**src/design/awsb_pkg.sv**
```systemverilog
// Package for the acknowledgement window scoreboard.
// Holds the field widths, the action and status codes, the table entry and the sequencer states.
// It depends on nothing else.
`timescale 1ns / 1ps
`default_nettype none

package awsb_pkg;

	localparam int TABLE_DEPTH_DEF = 16;

	localparam int ACTION_W = 3;
	localparam int SEQ_W    = 32;
	localparam int SIZE_W   = 16;
	localparam int BYTES_W  = 20;
	localparam int STATUS_W = 2;

	localparam logic [BYTES_W-1:0] BYTES_MAX = {BYTES_W{1'b1}};

	typedef enum logic [ACTION_W-1:0] {
		ACT_INSERT  = 3'd0,
		ACT_REMOVE  = 3'd1,
		ACT_MARK    = 3'd2,
		ACT_QUERY   = 3'd3,
		ACT_ADVANCE = 3'd4,
		ACT_CLEAR   = 3'd5
	} action_t;

	typedef enum logic [STATUS_W-1:0] {
		STATUS_OK        = 2'd0,
		STATUS_FULL      = 2'd1,
		STATUS_NOT_FOUND = 2'd2
	} status_t;

	typedef struct packed {
		logic [SEQ_W-1:0]  seq;
		logic [SIZE_W-1:0] size;
		logic              acked;
	} entry_t;

	localparam int ENTRY_W = $bits(entry_t);

	typedef enum logic [2:0] {
		ST_IDLE,
		ST_SCAN,
		ST_ADV,
		ST_SHIFT,
		ST_FINISH
	} state_t;

endpackage

`default_nettype wire

```
**src/design/awsb_ram.sv**
```systemverilog
// Generic single write port, single read port RAM with a registered read.
// Used for the scoreboard's entry table; it depends on nothing else.
`timescale 1ns / 1ps
`default_nettype none

module awsb_ram #(
	parameter int WIDTH = 8,
	parameter int DEPTH = 16,
	localparam int ADDR_W = $clog2(DEPTH)
) (
	input  wire logic              clk,
	input  wire logic              wr_en,
	input  wire logic [ADDR_W-1:0] wr_addr,
	input  wire logic [WIDTH-1:0]  wr_data,
	input  wire logic              rd_en,
	input  wire logic [ADDR_W-1:0] rd_addr,
	output logic      [WIDTH-1:0]  rd_data
);

	logic [WIDTH-1:0] mem_q [DEPTH];
	logic [WIDTH-1:0] rd_data_q;

	always_ff @(posedge clk) begin
		if (wr_en) begin
			mem_q[wr_addr] <= wr_data;
		end
	end

	always_ff @(posedge clk) begin
		if (rd_en) begin
			rd_data_q <= mem_q[rd_addr];
		end
	end

	assign rd_data = rd_data_q;

endmodule

`default_nettype wire

```
**src/design/ack_window_scoreboard.sv**
```systemverilog
// Top level of the acknowledgement window scoreboard: sequencer, entry count and result register.
// Depends on awsb_pkg and on awsb_ram, which holds the ordered table of entries.
//
// The scoreboard keeps an ordered table of outstanding segments in one RAM with a single read
// and a single write port, and takes one item at a time. Insert, clear and the unused action
// codes go from acceptance straight to the finishing state. Remove, mark and query walk the
// table from the oldest entry, one RAM read per cycle, up to and including the match; a remove
// then closes the gap by copying every younger entry down one place, one entry per cycle.
// Advance walks the leading run of acknowledged entries the same way and then copies the
// remaining entries down in one pass. The worst case is an advance that pops some but not all
// of the entries, since the single RAM read port serves both the walk and the copy. The result
// waits in an output register, so the next item is taken while it is still held by the far
// side.
`timescale 1ns / 1ps
`default_nettype none

module ack_window_scoreboard #(
	parameter int TABLE_DEPTH = awsb_pkg::TABLE_DEPTH_DEF
) (
	input  wire logic                          clk,
	input  wire logic                          arst_n,
	input  wire logic                          in_valid,
	output logic                               in_stall,
	input  wire logic [awsb_pkg::ACTION_W-1:0] action,
	input  wire logic [awsb_pkg::SEQ_W-1:0]    seq_number,
	input  wire logic [awsb_pkg::SIZE_W-1:0]   segment_size,
	output logic                               out_valid,
	input  wire logic                          out_stall,
	output logic                               acked,
	output logic      [awsb_pkg::BYTES_W-1:0]  advance_bytes,
	output logic      [awsb_pkg::STATUS_W-1:0] status
);

	import awsb_pkg::*;

	localparam int IDX_W = $clog2(TABLE_DEPTH);
	localparam int CNT_W = $clog2(TABLE_DEPTH + 1);
	localparam logic [CNT_W-1:0] DEPTH_CNT = CNT_W'(TABLE_DEPTH);

	state_t            state_q, state_d;
	logic [CNT_W-1:0]  count_q, count_d;
	action_t           action_q, action_d;
	logic [SEQ_W-1:0]  seq_q, seq_d;
	logic [CNT_W-1:0]  scan_idx_q, scan_idx_d;
	logic              cmp_vld_s1, cmp_vld_d;
	logic [IDX_W-1:0]  cmp_idx_s1, cmp_idx_d;
	logic [CNT_W-1:0]  gap_q, gap_d;
	logic              res_acked_q, res_acked_d;
	logic [BYTES_W-1:0] res_bytes_q, res_bytes_d;
	status_t           res_status_q, res_status_d;
	logic              out_valid_q, out_valid_d;
	logic              out_load;
	logic              acked_q;
	logic [BYTES_W-1:0] advance_bytes_q;
	status_t           status_q;

	logic              ram_we;
	logic [IDX_W-1:0]  ram_waddr;
	entry_t            ram_wdata;
	logic              ram_re;
	logic [IDX_W-1:0]  ram_raddr;
	logic [ENTRY_W-1:0] ram_rdata;
	entry_t            rd_entry;

	logic              more_rd;
	logic              hit;
	logic [CNT_W-1:0]  cmp_idx_ext;
	logic [CNT_W-1:0]  shift_dst;
	logic [BYTES_W:0]  bytes_sum;
	logic [BYTES_W-1:0] bytes_sat;

	awsb_ram #(
		.WIDTH(ENTRY_W),
		.DEPTH(TABLE_DEPTH)
	) u_entry_ram (
		.clk    (clk),
		.wr_en  (ram_we),
		.wr_addr(ram_waddr),
		.wr_data(ram_wdata),
		.rd_en  (ram_re),
		.rd_addr(ram_raddr),
		.rd_data(ram_rdata)
	);

	assign rd_entry    = entry_t'(ram_rdata);
	assign more_rd     = (scan_idx_q < count_q);
	assign hit         = cmp_vld_s1 && (rd_entry.seq == seq_q);
	assign cmp_idx_ext = CNT_W'(cmp_idx_s1);
	assign shift_dst   = cmp_idx_ext - gap_q;
	assign bytes_sum   = {1'b0, res_bytes_q} + (BYTES_W + 1)'(rd_entry.size);
	assign bytes_sat   = bytes_sum[BYTES_W] ? BYTES_MAX : bytes_sum[BYTES_W-1:0];

	assign in_stall = (state_q != ST_IDLE);

	always_ff @(posedge clk or negedge arst_n) begin
		if (!arst_n) begin
			state_q     <= ST_IDLE;
			count_q     <= '0;
			cmp_vld_s1  <= 1'b0;
			out_valid_q <= 1'b0;
		end else begin
			state_q     <= state_d;
			count_q     <= count_d;
			cmp_vld_s1  <= cmp_vld_d;
			out_valid_q <= out_valid_d;
		end
	end

	always_ff @(posedge clk) begin
		action_q     <= action_d;
		seq_q        <= seq_d;
		scan_idx_q   <= scan_idx_d;
		cmp_idx_s1   <= cmp_idx_d;
		gap_q        <= gap_d;
		res_acked_q  <= res_acked_d;
		res_bytes_q  <= res_bytes_d;
		res_status_q <= res_status_d;
		if (out_load) begin
			acked_q         <= res_acked_q;
			advance_bytes_q <= res_bytes_q;
			status_q        <= res_status_q;
		end
	end

	always_comb begin
		state_d      = state_q;
		count_d      = count_q;
		action_d     = action_q;
		seq_d        = seq_q;
		scan_idx_d   = scan_idx_q;
		cmp_vld_d    = 1'b0;
		cmp_idx_d    = cmp_idx_s1;
		gap_d        = gap_q;
		res_acked_d  = res_acked_q;
		res_bytes_d  = res_bytes_q;
		res_status_d = res_status_q;
		out_valid_d  = out_valid_q & out_stall;
		out_load     = 1'b0;
		ram_we       = 1'b0;
		ram_waddr    = '0;
		ram_wdata    = '0;
		ram_re       = 1'b0;
		ram_raddr    = '0;

		case (state_q)
			ST_IDLE: begin
				if (in_valid) begin
					action_d     = action_t'(action);
					seq_d        = seq_number;
					scan_idx_d   = '0;
					res_acked_d  = 1'b0;
					res_bytes_d  = '0;
					res_status_d = STATUS_OK;
					state_d      = ST_FINISH;
					case (action_t'(action))
						ACT_INSERT: begin
							if (count_q == DEPTH_CNT) begin
								res_status_d = STATUS_FULL;
							end else begin
								ram_we    = 1'b1;
								ram_waddr = count_q[IDX_W-1:0];
								ram_wdata = '{seq: seq_number, size: segment_size, acked: 1'b0};
								count_d   = count_q + 1'b1;
							end
						end
						ACT_REMOVE, ACT_MARK, ACT_QUERY: begin
							state_d = ST_SCAN;
						end
						ACT_ADVANCE: begin
							state_d = ST_ADV;
						end
						ACT_CLEAR: begin
							count_d = '0;
						end
						default: begin
							state_d = ST_FINISH;
						end
					endcase
				end
			end

			ST_SCAN: begin
				if (hit) begin
					case (action_q)
						ACT_MARK: begin
							ram_we    = 1'b1;
							ram_waddr = cmp_idx_s1;
							ram_wdata = '{seq: rd_entry.seq, size: rd_entry.size, acked: 1'b1};
							state_d   = ST_FINISH;
						end
						ACT_QUERY: begin
							res_acked_d = rd_entry.acked;
							state_d     = ST_FINISH;
						end
						default: begin
							gap_d      = CNT_W'(1);
							scan_idx_d = cmp_idx_ext + CNT_W'(1);
							state_d    = ST_SHIFT;
						end
					endcase
				end else if (more_rd) begin
					ram_re     = 1'b1;
					ram_raddr  = scan_idx_q[IDX_W-1:0];
					cmp_vld_d  = 1'b1;
					cmp_idx_d  = scan_idx_q[IDX_W-1:0];
					scan_idx_d = scan_idx_q + 1'b1;
				end else if (!cmp_vld_s1) begin
					res_status_d = STATUS_NOT_FOUND;
					res_acked_d  = (action_q == ACT_QUERY);
					state_d      = ST_FINISH;
				end
			end

			ST_ADV: begin
				if (cmp_vld_s1 && !rd_entry.acked) begin
					gap_d      = cmp_idx_ext;
					scan_idx_d = cmp_idx_ext;
					state_d    = (cmp_idx_s1 == '0) ? ST_FINISH : ST_SHIFT;
				end else begin
					if (cmp_vld_s1) begin
						res_bytes_d = bytes_sat;
					end
					if (more_rd) begin
						ram_re     = 1'b1;
						ram_raddr  = scan_idx_q[IDX_W-1:0];
						cmp_vld_d  = 1'b1;
						cmp_idx_d  = scan_idx_q[IDX_W-1:0];
						scan_idx_d = scan_idx_q + 1'b1;
					end else if (!cmp_vld_s1) begin
						count_d = '0;
						state_d = ST_FINISH;
					end
				end
			end

			ST_SHIFT: begin
				if (cmp_vld_s1) begin
					ram_we    = 1'b1;
					ram_waddr = shift_dst[IDX_W-1:0];
					ram_wdata = rd_entry;
				end
				if (more_rd) begin
					ram_re     = 1'b1;
					ram_raddr  = scan_idx_q[IDX_W-1:0];
					cmp_vld_d  = 1'b1;
					cmp_idx_d  = scan_idx_q[IDX_W-1:0];
					scan_idx_d = scan_idx_q + 1'b1;
				end else if (!cmp_vld_s1) begin
					count_d = count_q - gap_q;
					state_d = ST_FINISH;
				end
			end

			ST_FINISH: begin
				if (!out_valid_q || !out_stall) begin
					out_load    = 1'b1;
					out_valid_d = 1'b1;
					state_d     = ST_IDLE;
				end
			end

			default: begin
				state_d = ST_IDLE;
			end
		endcase
	end

	assign out_valid     = out_valid_q;
	assign acked         = acked_q;
	assign advance_bytes = advance_bytes_q;
	assign status        = status_q;

`ifndef SYNTHESIS
	assert property (@(posedge clk) disable iff (!arst_n)
		count_q <= DEPTH_CNT)
		else $error("Entry count has gone beyond the table depth.");

	assert property (@(posedge clk) disable iff (!arst_n)
		ram_re |-> (scan_idx_q < count_q))
		else $error("Table read beyond the valid entries.");

	assert property (@(posedge clk) disable iff (!arst_n)
		(state_q == ST_SHIFT && ram_we) |-> (shift_dst < cmp_idx_ext))
		else $error("Gap closing wrote at or above its source entry.");

	assert property (@(posedge clk) disable iff (!arst_n)
		(in_valid && !in_stall && action == ACT_INSERT && count_q != DEPTH_CNT)
		|=> (count_q == $past(count_q) + 1'b1))
		else $error("Accepted insert did not grow the table by one entry.");

	assert property (@(posedge clk) disable iff (!arst_n)
		(out_valid && status != STATUS_OK) |-> (advance_bytes == '0))
		else $error("Failed item reported advanced bytes.");
`endif

endmodule

`default_nettype wire
```
**config.mk**
```make
export PLATFORM = sky130hd
export DESIGN_NAME = ack_window_scoreboard
export DESIGN_NICKNAME = d
export VERILOG_FILES = /design/src/design/awsb_pkg.sv /design/src/design/awsb_ram.sv /design/src/design/ack_window_scoreboard.sv
export SDC_FILE = /design/constraint.sdc
export NUM_CORES = 1
export LEC_CHECK = 0
export ABC_AREA = 1
export ABC_CLOCK_PERIOD_IN_PS = 7800
export BUFFER_PORTS_ARGS = -buffer_cell sky130_fd_sc_hd__clkbuf_2
export CAP_MARGIN = 30
export CORE_ASPECT_RATIO = 0.8
export CORE_MARGIN = 5
export CORE_UTILIZATION = 45
export CTS_BUF_LIST = sky130_fd_sc_hd__clkbuf_4 sky130_fd_sc_hd__clkbuf_8 sky130_fd_sc_hd__clkbuf_16
export DETAILED_ROUTE_END_ITERATION = 7
export PLACE_DENSITY = 0.59
export SETUP_SLACK_MARGIN = 0.3
export SLEW_MARGIN = 25
export SYNTH_ARGS = -nofsm -noshare
export SYNTH_HDL_FRONTEND = slang
export SYNTH_SLANG_ARGS = --single-unit
```
**constraint.sdc**
```tcl
create_clock -name clk -period 7.8 [get_ports clk]
set_input_delay 0.39 -clock clk [delete_from_list [all_inputs] [get_ports clk]]
set_output_delay 0.39 -clock clk [all_outputs]
set_load 0.02 [all_outputs]
```
=== Word level (Yosys, flattened, before mapping) ===
Memories as Yosys holds them, arrays and structs flattened. A register that Yosys moved wholly into a read port is not among the register bits.
Index checks and enable logic that the tools add are counted.

* Magnitude comparators: 1
* Bitwise logic cells: 1
* $add $sub $neg: 6
* Equal/unequal tests: 33
* Mux-type cells: 86
* Reductions and logical operators: 27

{| class="wikitable"
|+ Operators by type and width
! kind !! count
|-
| two-way mux 49 bit || 6
|-
| case mux 49 bit (3 select lines) || 1
|-
| two-way mux 20 bit || 4
|-
| two-way mux 5 bit || 15
|-
| two-way mux 4 bit || 12
|-
| case mux 20 bit (2 select lines) || 1
|-
| case mux 4 bit (3 select lines) || 3
|-
| == test 32 bit || 1
|-
| != test 2 bit (second input constant) || 14
|-
| two-way mux 3 bit || 8
|-
| two-way mux 1 bit || 22
|-
| adder 20 x 16 -> 21 bit || 1
|-
| case mux 5 bit (2 select lines) || 2
|-
| case mux 5 bit (4 select lines) || 1
|-
| == test 3 x 2 -> 1 bit (second input constant) || 6
|-
| != test 3 bit (second input constant) || 5
|-
| case mux 3 bit (5 select lines) || 1
|-
| case mux 5 bit (3 select lines) || 1
|-
| adder 5 x 1 -> 5 bit (second input constant) || 2
|-
| AND reduction 5 bit || 2
|-
| == test 3 bit (second input constant) || 3
|-
| AND reduction 9 bit || 1
|-
| nonzero test 3 bit || 3
|-
| two-way mux 2 bit || 4
|-
| other kinds (24) || 35
|}

* Input bits: 55
* Memories: 1
* Word-level logic and storage cells: 170
* Flip-flop bits (word level): 105
* RAM bits: 784
* Output and inout bits: 25

{| class="wikitable"
|+ Memory list
! name !! words !! width !! rd ports !! clocked after Yosys merged registers in !! write ports !! line !! source
|-
| u_entry_ram.mem_q || 16 || 49 || 1 || 1 || 1 || awsb_ram.sv:20 || <nowiki>logic [WIDTH-1:0] mem_q [DEPTH];</nowiki>
|}

=== Longest topological paths before layout ===
Gate-level depths: netlist of run 1.

* Word-level depth: 7
* Depth in mapped cells: 17
* Mapped depth without buffers: 16

=== Modules after synthesis ===
Synthesis of run 1 repeated with hierarchy kept, for this count alone.

* Cell total of the unflattened synthesis: 4124
* Area, all modules: 42199.2 sq um

{| class="wikitable"
|+ By module, submodules not included
! module !! times used !! area an instance (sq um) !! cells an instance
|-
| awsb_ram || 1 || 35197.5 || 3231
|-
| ack_window_scoreboard || 1 || 7001.7 || 893
|}

=== Worst setup path after synthesis of run 1 ===
Ideal clock, no wire load.

* Path type: register to register
* From: reg cmp_idx_s1[0]
* To: mem u_entry_ram.mem_q[0][0] (netlist name) (enable)
* Library setup time: 0.516 ns
* Required time: 7.284 ns
* Arrival: 5.106 ns
* Setup slack: 2.178 ns
* Stages on the path, launching flop included: 11
* Cell sequence: edfxtp_1 -> inv_1 -> ha_1 -> inv_1 -> fa_1 -> xor2_1 -> a22oi_1 -> o21ai_0 -> inv_1 -> nand2_1 -> nor3_1

* Word-level cells in the longest chain between the ends: 3
* Elaborated cells on any way between the ends: 5

{| class="wikitable"
|+ Ends and longest elaborated chain
! what !! line !! source
|-
| start, declared || ack_window_scoreboard.sv:46 || <nowiki>logic [IDX_W-1:0] cmp_idx_s1, cmp_idx_d;</nowiki>
|-
| start signal, assigned || ack_window_scoreboard.sv:113 || <nowiki>cmp_idx_s1 <= cmp_idx_d;</nowiki>
|-
| subtractor 4 bit or two-way mux 4 bit (tied branches) || ack_window_scoreboard.sv:89, ack_window_scoreboard.sv:184 ||
|-
| two-way mux 4 bit (on tied branches) || ack_window_scoreboard.sv:237, ack_window_scoreboard.sv:183 ||
|-
| case mux 4 bit (3 select lines) * || ack_window_scoreboard.sv:145 || <nowiki>case (state_q)</nowiki>
|-
| end, declared || awsb_ram.sv:20 ||
|}

Every way passes the cells marked *; elsewhere a longest branch is shown, timed or not.

=== Worst setup path in the final report of run 1 ===
* From: reg u_entry_ram.rd_data_q[29], in the netlist u_entry_ram.rd_data[29] (read register of u_entry_ram.mem_q)
* To: reg u_entry_ram.rd_data_q[26], in the netlist u_entry_ram.rd_data[26] (read register of u_entry_ram.mem_q), data pin

* Word-level cells in the longest chain between the ends: 4
* Elaborated cells on any way between the ends: 6

{| class="wikitable"
|+ Ends and longest elaborated chain
! what !! line !! source
|-
| start, declared || awsb_ram.sv:21 || <nowiki>logic [WIDTH-1:0] rd_data_q;</nowiki>
|-
| == test 32 bit * || ack_window_scoreboard.sv:87 || <nowiki>assign hit = cmp_vld_s1 && (rd_entry.seq == seq_q);</nowiki>
|-
| logical AND 1 bit * || ack_window_scoreboard.sv:87 ||
|-
| two-way mux 4 bit or two-way mux 1 bit (tied branches) || ack_window_scoreboard.sv:183 || <nowiki>if (hit) begin</nowiki>
|-
| case mux 4 bit (3 select lines) or case mux 1 bit (3 select lines) (tied branches) || ack_window_scoreboard.sv:145 ||
|}

Marked as above.
A chain may end at the register's enable or synchronous reset.

==> results.cfg, run 1 <==
[hold_path]
min_path_cells = 1
hp-class = in -> reg
hold_end = seq_q[5]
hold_start = seq_number[5]

[power]
p_clk_share_pct = 33.5
p_per_area_nw_per_um2 = 282.9
seqPwrFrac_pct = 45.2
p_int_mw = 9.441
pwr-share-comb_pct = 21.3
irDropWorstVdd_uv = 191.5
cellLeakagePower_nw = 19.79
p_sw_mw = 4.200
swShare_pct = 30.79

[synth]
synthTopCellsByCount = nand3_1 (983), edfxtp_1 (927), inv_1 (756), nand2_1 (611), nand3b_1 (148)
netlist_instances = 4023
ys.flop_type = edfxtp_1
syn_nets = 4114
synth-edff-count = 927
synth-seq-area-share_pct = 65.45
ys_ff_latch = 937
synth_top_area_share_pct = 64.86
synthTopCellsByArea = edfxtp_1 (65%), nand3_1 (11%), inv_1 (6.6%)
synth.avg_cell_area_sq_um = 10.67
yosys_warnings = 0
synthArstFlopShare_pct = 1.067
synth_top_cell_by_area = edfxtp_1
synthesis.area_sq_um = 42910
ys_types = 57
synth.most_common_cell = nand3_1

[worst_setup_path]
crit_path_start_kind = flip-flop
r2r_setup_slack_ns = 2.68
crit_type = reg -> reg
regToRegStartpoint = u_entry_ram.rd_data[29]
reg2reg_depth = 14
cpPeakStageDelay_ns = 0.79
arrival_ns = 5.51
worstSetupEndpointType = flip-flop
crit_buf_inv = 2
critPathMaxFanout = 78
rr_endpoint = u_entry_ram.rd_data[26]
crit_top_cell = nand3_1
slowest_stage = buf_4
critPathTopFamily = simple AND/OR/NAND/NOR gates
cp.required_ns = 8.19
path_cells = xnor2_1 > nand2_1 > nor2_1 > nand2_1 > nor2_1 > nand3_1 > nand3_4 > buf_4 > buf_4 > nand3_1 > nand3_1 > nand3_1 > nand3_1 > nand2_1

[routing]
vias = 29548
drtIter0Drc = 3348
avgRoutedWirePerCell_um = 22.15
post-route-drc-count = 0
vias_per_cell = 5.459
finalWirelength_um = 119900
ant_nets = 0
dr.pass1.iters = 5

[floorplanning]
die_area_sq_um = 101700
io_pins = 80
die_x_um = 355.3
core_sq_um = 94780
std_cell_rows = 101
die_h_um = 286.2
start_util_pct = 45.28

[cts]
cts_made_buffers = 96
clk_path_buf_depth = 3
clock-sinks = 937
cts_tree = built
post-cts-setup-buffers = 0
insertion_delay_ns = 0.67
cts.clk_slew.worst_paths_ns = 0.06
htree_levels = 3
root_buffer = clkbuf_16

[sta]
fin_setup_tns_ns = 0
setup_viol = 0
finalCritPeriodShare_pct = 65.65
slew_violations = 0
rsz0062_at_grt = no
slew_headroom_pct = 28.95
timing.fmax_ghz = 0.1953
fin_crit_ns = 5.121
worst_pin_slew_ns = 1.066
clock_skew_ns = 0.04031
hold_viol_final = 0

[grt]
grt_max_degree = 192
grt_antenna_before_repair = 1
grt_pass1_vias = 27920
grt.overflow.total = 0
track_usage_pct = 23.17
grt_first_pass_wirelength_um = 179300

[finish]
drive_gt1_share_pct = 8.762
final_cells = 5413
finish.utilization_pct = 50.87
multi_input_area_sq_um = 10970
n_antenna_cell = 0
regArea_sq_um = 28090
area_growth_pct = 12.35
fillers = 8338
final_nets = 4191

[placed_design]
port_buffers = 79
dp_cells = 5196
gp_congestion = 0.8508
post-dp-hpwl_um = 62060

[status]
status = finished clean

[flow_run]
cap_violations = 0
[sequential cells by signal, indices dropped and copies added, names as in the netlist, 3 cells and up]
register,count
action_q,3
advance_bytes,20
cmp_idx_s1,4
count_q,5
gap_q,4
res_bytes_q,20
scan_idx_q,5
seq_q,32
state_q,3
u_entry_ram.mem_q,784
u_entry_ram.rd_data,49
[stage by stage]
stage          instance area, sq um  hold slack [ns]  power (mW)  setup WS [ns]
3_3_place_gp                  44390           0.3189       9.074          2.760
4_1_cts                       48090          0.01836       13.69          2.696
3_5_place_dp                  44620           0.3174       9.120          2.737
6_report                      48210          0.07517       13.64          2.679
2_1_floorplan                 42910          0.09441       8.171          2.178
5_1_grt                       48210          0.02385       14.24          2.447
[cell families after synthesis]
group,count (synthesis),synth area share [%]
adders and majority gates,36,1.102
buffers and inverters,986,9.490
and+or+nand+nor,1866,20.76
xor gates and xnor gates,40,0.8164
DFF,937,65.45
AOI/OAI and AO/OA,158,2.379
[worst max-delay path by stage]
| stage | startpoint | end | cells past startpoint |
|---|---|---|---|
| 2_1_floorplan | cmp_idx_s1[0] | u_entry_ram.mem_q[0][0] | 10 |
| 3_3_place_gp | u_entry_ram.rd_data[29] | u_entry_ram.rd_data[26] | 14 |
| 3_5_place_dp | u_entry_ram.rd_data[29] | u_entry_ram.rd_data[26] | 14 |
| 4_1_cts | u_entry_ram.rd_data[29] | u_entry_ram.rd_data[26] | 14 |
| 5_1_grt | u_entry_ram.rd_data[29] | u_entry_ram.rd_data[26] | 14 |
| 6_report | u_entry_ram.rd_data[29] | u_entry_ram.rd_data[26] | 14 |
[cells in the final DEF, fill, tap and decap left out, types with 4 or more instances in the layout]
cell type	count
clkbuf_16	100
xnor2_1	21
buf_12	6
inv_2	9
nand2_1	610
a31oi_1	7
dfrtp_1	10
a32o_1	23
o22ai_1	7
o21ai_0	47
nand3_1	983
nand3b_1	148
clkinv_1	22
buf_4	67
clkinv_2	20
inv_6	4
nor3_1	5
clkbuf_4	20
o21ai_1	5
nor2_4	19
clkbuf_2	80
nor2_1	74
ha_1	33
nand4_1	8
a21oi_1	40
dlygate4sd3_1	36
buf_16	8
xor2_1	19
edfxtp_1	927
bufinv_16	7
inv_1	755
[cell type report]
class | instances | area share, %
sequential | 937 | 58.26
inverter | 767 | 5.995
tap | 1236 | 3.208
clock inverter | 55 | 0.9472
multi-input combinational | 2100 | 22.74
timing repair buffer | 198 | 3.350
clock buffer | 120 | 5.502
[power groups by stage]
| stage | clock network (mW) | registers [mW] | logic (mW) |
|---|---|---|---|
| finish | 4.57 | 6.16 | 2.91 |
| global route | 4.85 | 6.19 | 3.20 |
| CTS | 4.64 | 6.16 | 2.88 |
| detailed placement | 0 | 6.27 | 2.85 |
| global placement | 0 | 6.27 | 2.81 |
| floorplan | 0 | 6.25 | 1.93 |
[routing by layer]
metal | global-route usage (%) | routed length, um | up-vias
met5 | 0 | 0 | -
met4 | 7.077 | 3777 | 0
met2 | 35.92 | 53630 | 1260
met1 | 33.62 | 52520 | 14326
li1 | - | - | 13752
met3 | 4.099 | 9945 | 210
[what timing repair did]
action,4_1_cts,5_1_grt
hold buffers,36,0
hold endpoints to repair,45,0
resized for setup,0,0
No activity file was read; power rests on OpenSTA's default activity.
==> run 2: changes to the inputs <==
--- a/config.mk
+++ b/config.mk
@@ -6,7 +6,7 @@
 export NUM_CORES = 1
 export LEC_CHECK = 0
 export ABC_AREA = 1
-export ABC_CLOCK_PERIOD_IN_PS = 7800
+export ABC_CLOCK_PERIOD_IN_PS = 4300
 export BUFFER_PORTS_ARGS = -buffer_cell sky130_fd_sc_hd__clkbuf_2
 export CAP_MARGIN = 30
 export CORE_ASPECT_RATIO = 0.8
@@ -14,7 +14,7 @@
 export CORE_UTILIZATION = 45
 export CTS_BUF_LIST = sky130_fd_sc_hd__clkbuf_4 sky130_fd_sc_hd__clkbuf_8 sky130_fd_sc_hd__clkbuf_16
 export DETAILED_ROUTE_END_ITERATION = 7
-export PLACE_DENSITY = 0.59
+export PLACE_DENSITY = 0.62
 export SETUP_SLACK_MARGIN = 0.3
 export SLEW_MARGIN = 25
 export SYNTH_ARGS = -nofsm -noshare
==> constraint.sdc (replaced) <==
create_clock -name clk -period 4.3 [get_ports clk]
set_input_delay 0.215 -clock clk [delete_from_list [all_inputs] [get_ports clk]]
set_output_delay 0.215 -clock clk [all_outputs]
set_load 0.02 [all_outputs]
==> run 2 against run 1 <==
  * Sequential power increased by 82%
  * Routed wire length decreased by 0.84%
  * Clock-buffer cell count increased by 1
  * Cell count increased by 0.68%
  * Via count increased by 0.92%
  * Clock skew decreased by 0.020 ns
  * Non-clock buffer count increased by 38
  * Final area increased by 0.96%
  * Worst hold slack improved by 0.16 ns
  * Maximum frequency increased by 34%
==> results.cfg, run 2 (synthesis gave the netlist of run 1 again) <==
[worst_setup_path]
cp.required_ns = 4.59
arrival_ns = 4.11
worstSetupEndpointType = flip-flop
cpPeakStageDelay_ns = 0.53
critPathTopFamily = simple AND/OR/NAND/NOR gates
crit_top_cell = nand2_1
crit_buf_inv = 2
critPathMaxFanout = 25
path_cells = xnor2_2 > nand2_1 > nor2_1 > nand2_1 > nor2_1 > nand2_1 > inv_1 > nand3_1 > o21ai_0 > nand2_1 > nor2_4 > buf_4
slowest_stage = buf_4
crit_path_start_kind = flip-flop
crit_type = reg -> reg

[placed_design]
dp_slack_ns = 0.1379
place_area_sq_um = 45200
post-dp-hpwl_um = 66550
dp_cells = 5233
port_buffers = 79
gp_congestion = 0.8735

[routing]
post-route-drc-count = 0
drtIter0Drc = 3413
finalWirelength_um = 118900
dr.pass1.iters = 5
vias_per_cell = 5.471
vias = 29819
avgRoutedWirePerCell_um = 21.81
ant_nets = 0

[grt]
grt_antenna_before_repair = 1
grt_first_pass_wirelength_um = 179400
busiest_layer = met2
grt_util_met2_pct = 35.32
grt.overflow.total = 0
track_usage_pct = 23.10
grt_max_degree = 126
use_met3_pct = 4.537
global_route.usage.met1_pct = 33.21
grt_pass1_vias = 28409

[cts]
clk_path_buf_depth = 3
cts.clk_slew.worst_paths_ns = 0.06
htree_levels = 3
cts_tree = built
cts_made_buffers = 94
root_buffer = clkbuf_16
clock-sinks = 937
insertion_delay_ns = 0.67

[finish]
final_cell_area_sq_um = 48680
finish.utilization_pct = 51.36
drive_gt1_share_pct = 9.635
layout_common_cells = nand3_1 (983), edfxtp_1 (927), inv_1 (755), nand2_1 (610), nand3b_1 (148)
max_flop_register = u_entry_ram.mem_q
final_common_cell = nand3_1
final_cells = 5450
largest_reg_flops = 784
n_antenna_cell = 0
final_nets = 4227
area_growth_pct = 13.43

[power]
irDropWorstVdd_uv = 356.6
p_per_area_nw_per_um2 = 508.9
cellLeakagePower_nw = 20.03
power.total_mw = 24.77

[sta]
clock_skew_ns = 0.02008
hold_viol_final = 0
slew_violations = 0
timing.fmax_ghz = 0.2618
fin_crit_ns = 3.820
slew_headroom_pct = 35.12
finalCritPeriodShare_pct = 88.83
setup_viol = 0
fin_setup_tns_ns = 0
rsz0062_at_grt = no
worst_hold_slack_ns = 0.2313
worst_pin_slew_ns = 0.9718
final.setup.worst_slack_ns = 0.4803

[floorplanning]
std_cell_rows = 101
die_x_um = 355.3
core_sq_um = 94780
die_area_sq_um = 101700
die_h_um = 286.2
start_util_pct = 45.28
io_pins = 80

[status]
status = finished clean

[flow_run]
cap_violations = 0

[hold_path]
hp-class = in -> reg
run 2: changes by cell type in the layout (fill, tap and decap cells not counted), moves of 3 or more:
cell	before	now
o21ai_1	5	2
clkbuf_4	20	23
dlygate4sd3_1	36	39
buf_16	8	0
clkinv_1	22	16
buf_4	67	81
clkbuf_16	100	97
buf_12	6	37
clkinv_2	20	23
o21ai_0	47	52
run 2: worst reg2reg max path, delay by kind of cell, from the launching register on:
kind	cells	cell delay, ns
AOI/OAI and AO/OA	1	0.47
xor gates and xnor gates	1	0.44
and+or+nand+nor	8	1.37
buffers and inverters	2	0.66
DFF	1	0.48
run 2: layout make-up:
cell class	count	area, sq um
clock buffers	121	2614
clock inverters	53	431.7
fillers	8279	46100
inverters	767	2889
multi-input cells	2100	10970
flip-flops and latches	937	28090
well taps	1236	1546
repair buffers	236	2135
run 2: per-layer routing:
layer	wire, um	up-vias
li1	-	13837
met1	51610	14431
met2	52490	1320
met3	10570	229
met4	4177	2
met5	13	-
run 2: path summary, 6_finish.rpt:
kind / startpoint / to / slack, ns / depth (start not counted)
max reg2reg: u_entry_ram.rd_data[21] / u_entry_ram.mem_q[4][42] / 0.48 / 12
min: segment_size[1] / u_entry_ram.mem_q[9][2] / 0.23 / 4
min in group asynchronous: arst_n / out_valid / 0.65 / 3
max in group asynchronous: arst_n / count_q[1] / 3.25 / 3
min reg2reg: res_status_q[1] / status[1] / 0.42 / 0
max: u_entry_ram.rd_data[21] / u_entry_ram.mem_q[4][42] / 0.48 / 12
run 2: timing repair:
action,in CTS,in global routing
resized for setup,1,2
gates cloned,0,0
endpoints found under the hold margin,52,0
setup buffers,0,4
hold buffers,39,0
setup endpoints to repair,53,60
pin swaps,0,1
run 2: report_power, final:
| part | internal [mW] | total [mW] | switching, mW |
|---|---|---|---|
| registers | 10.8 | 11.2 | 0.367 |
| clock network | 4.66 | 8.15 | 3.49 |
| logic | 1.63 | 5.46 | 3.82 |
| total | 17.1 | 24.8 | 7.67 |
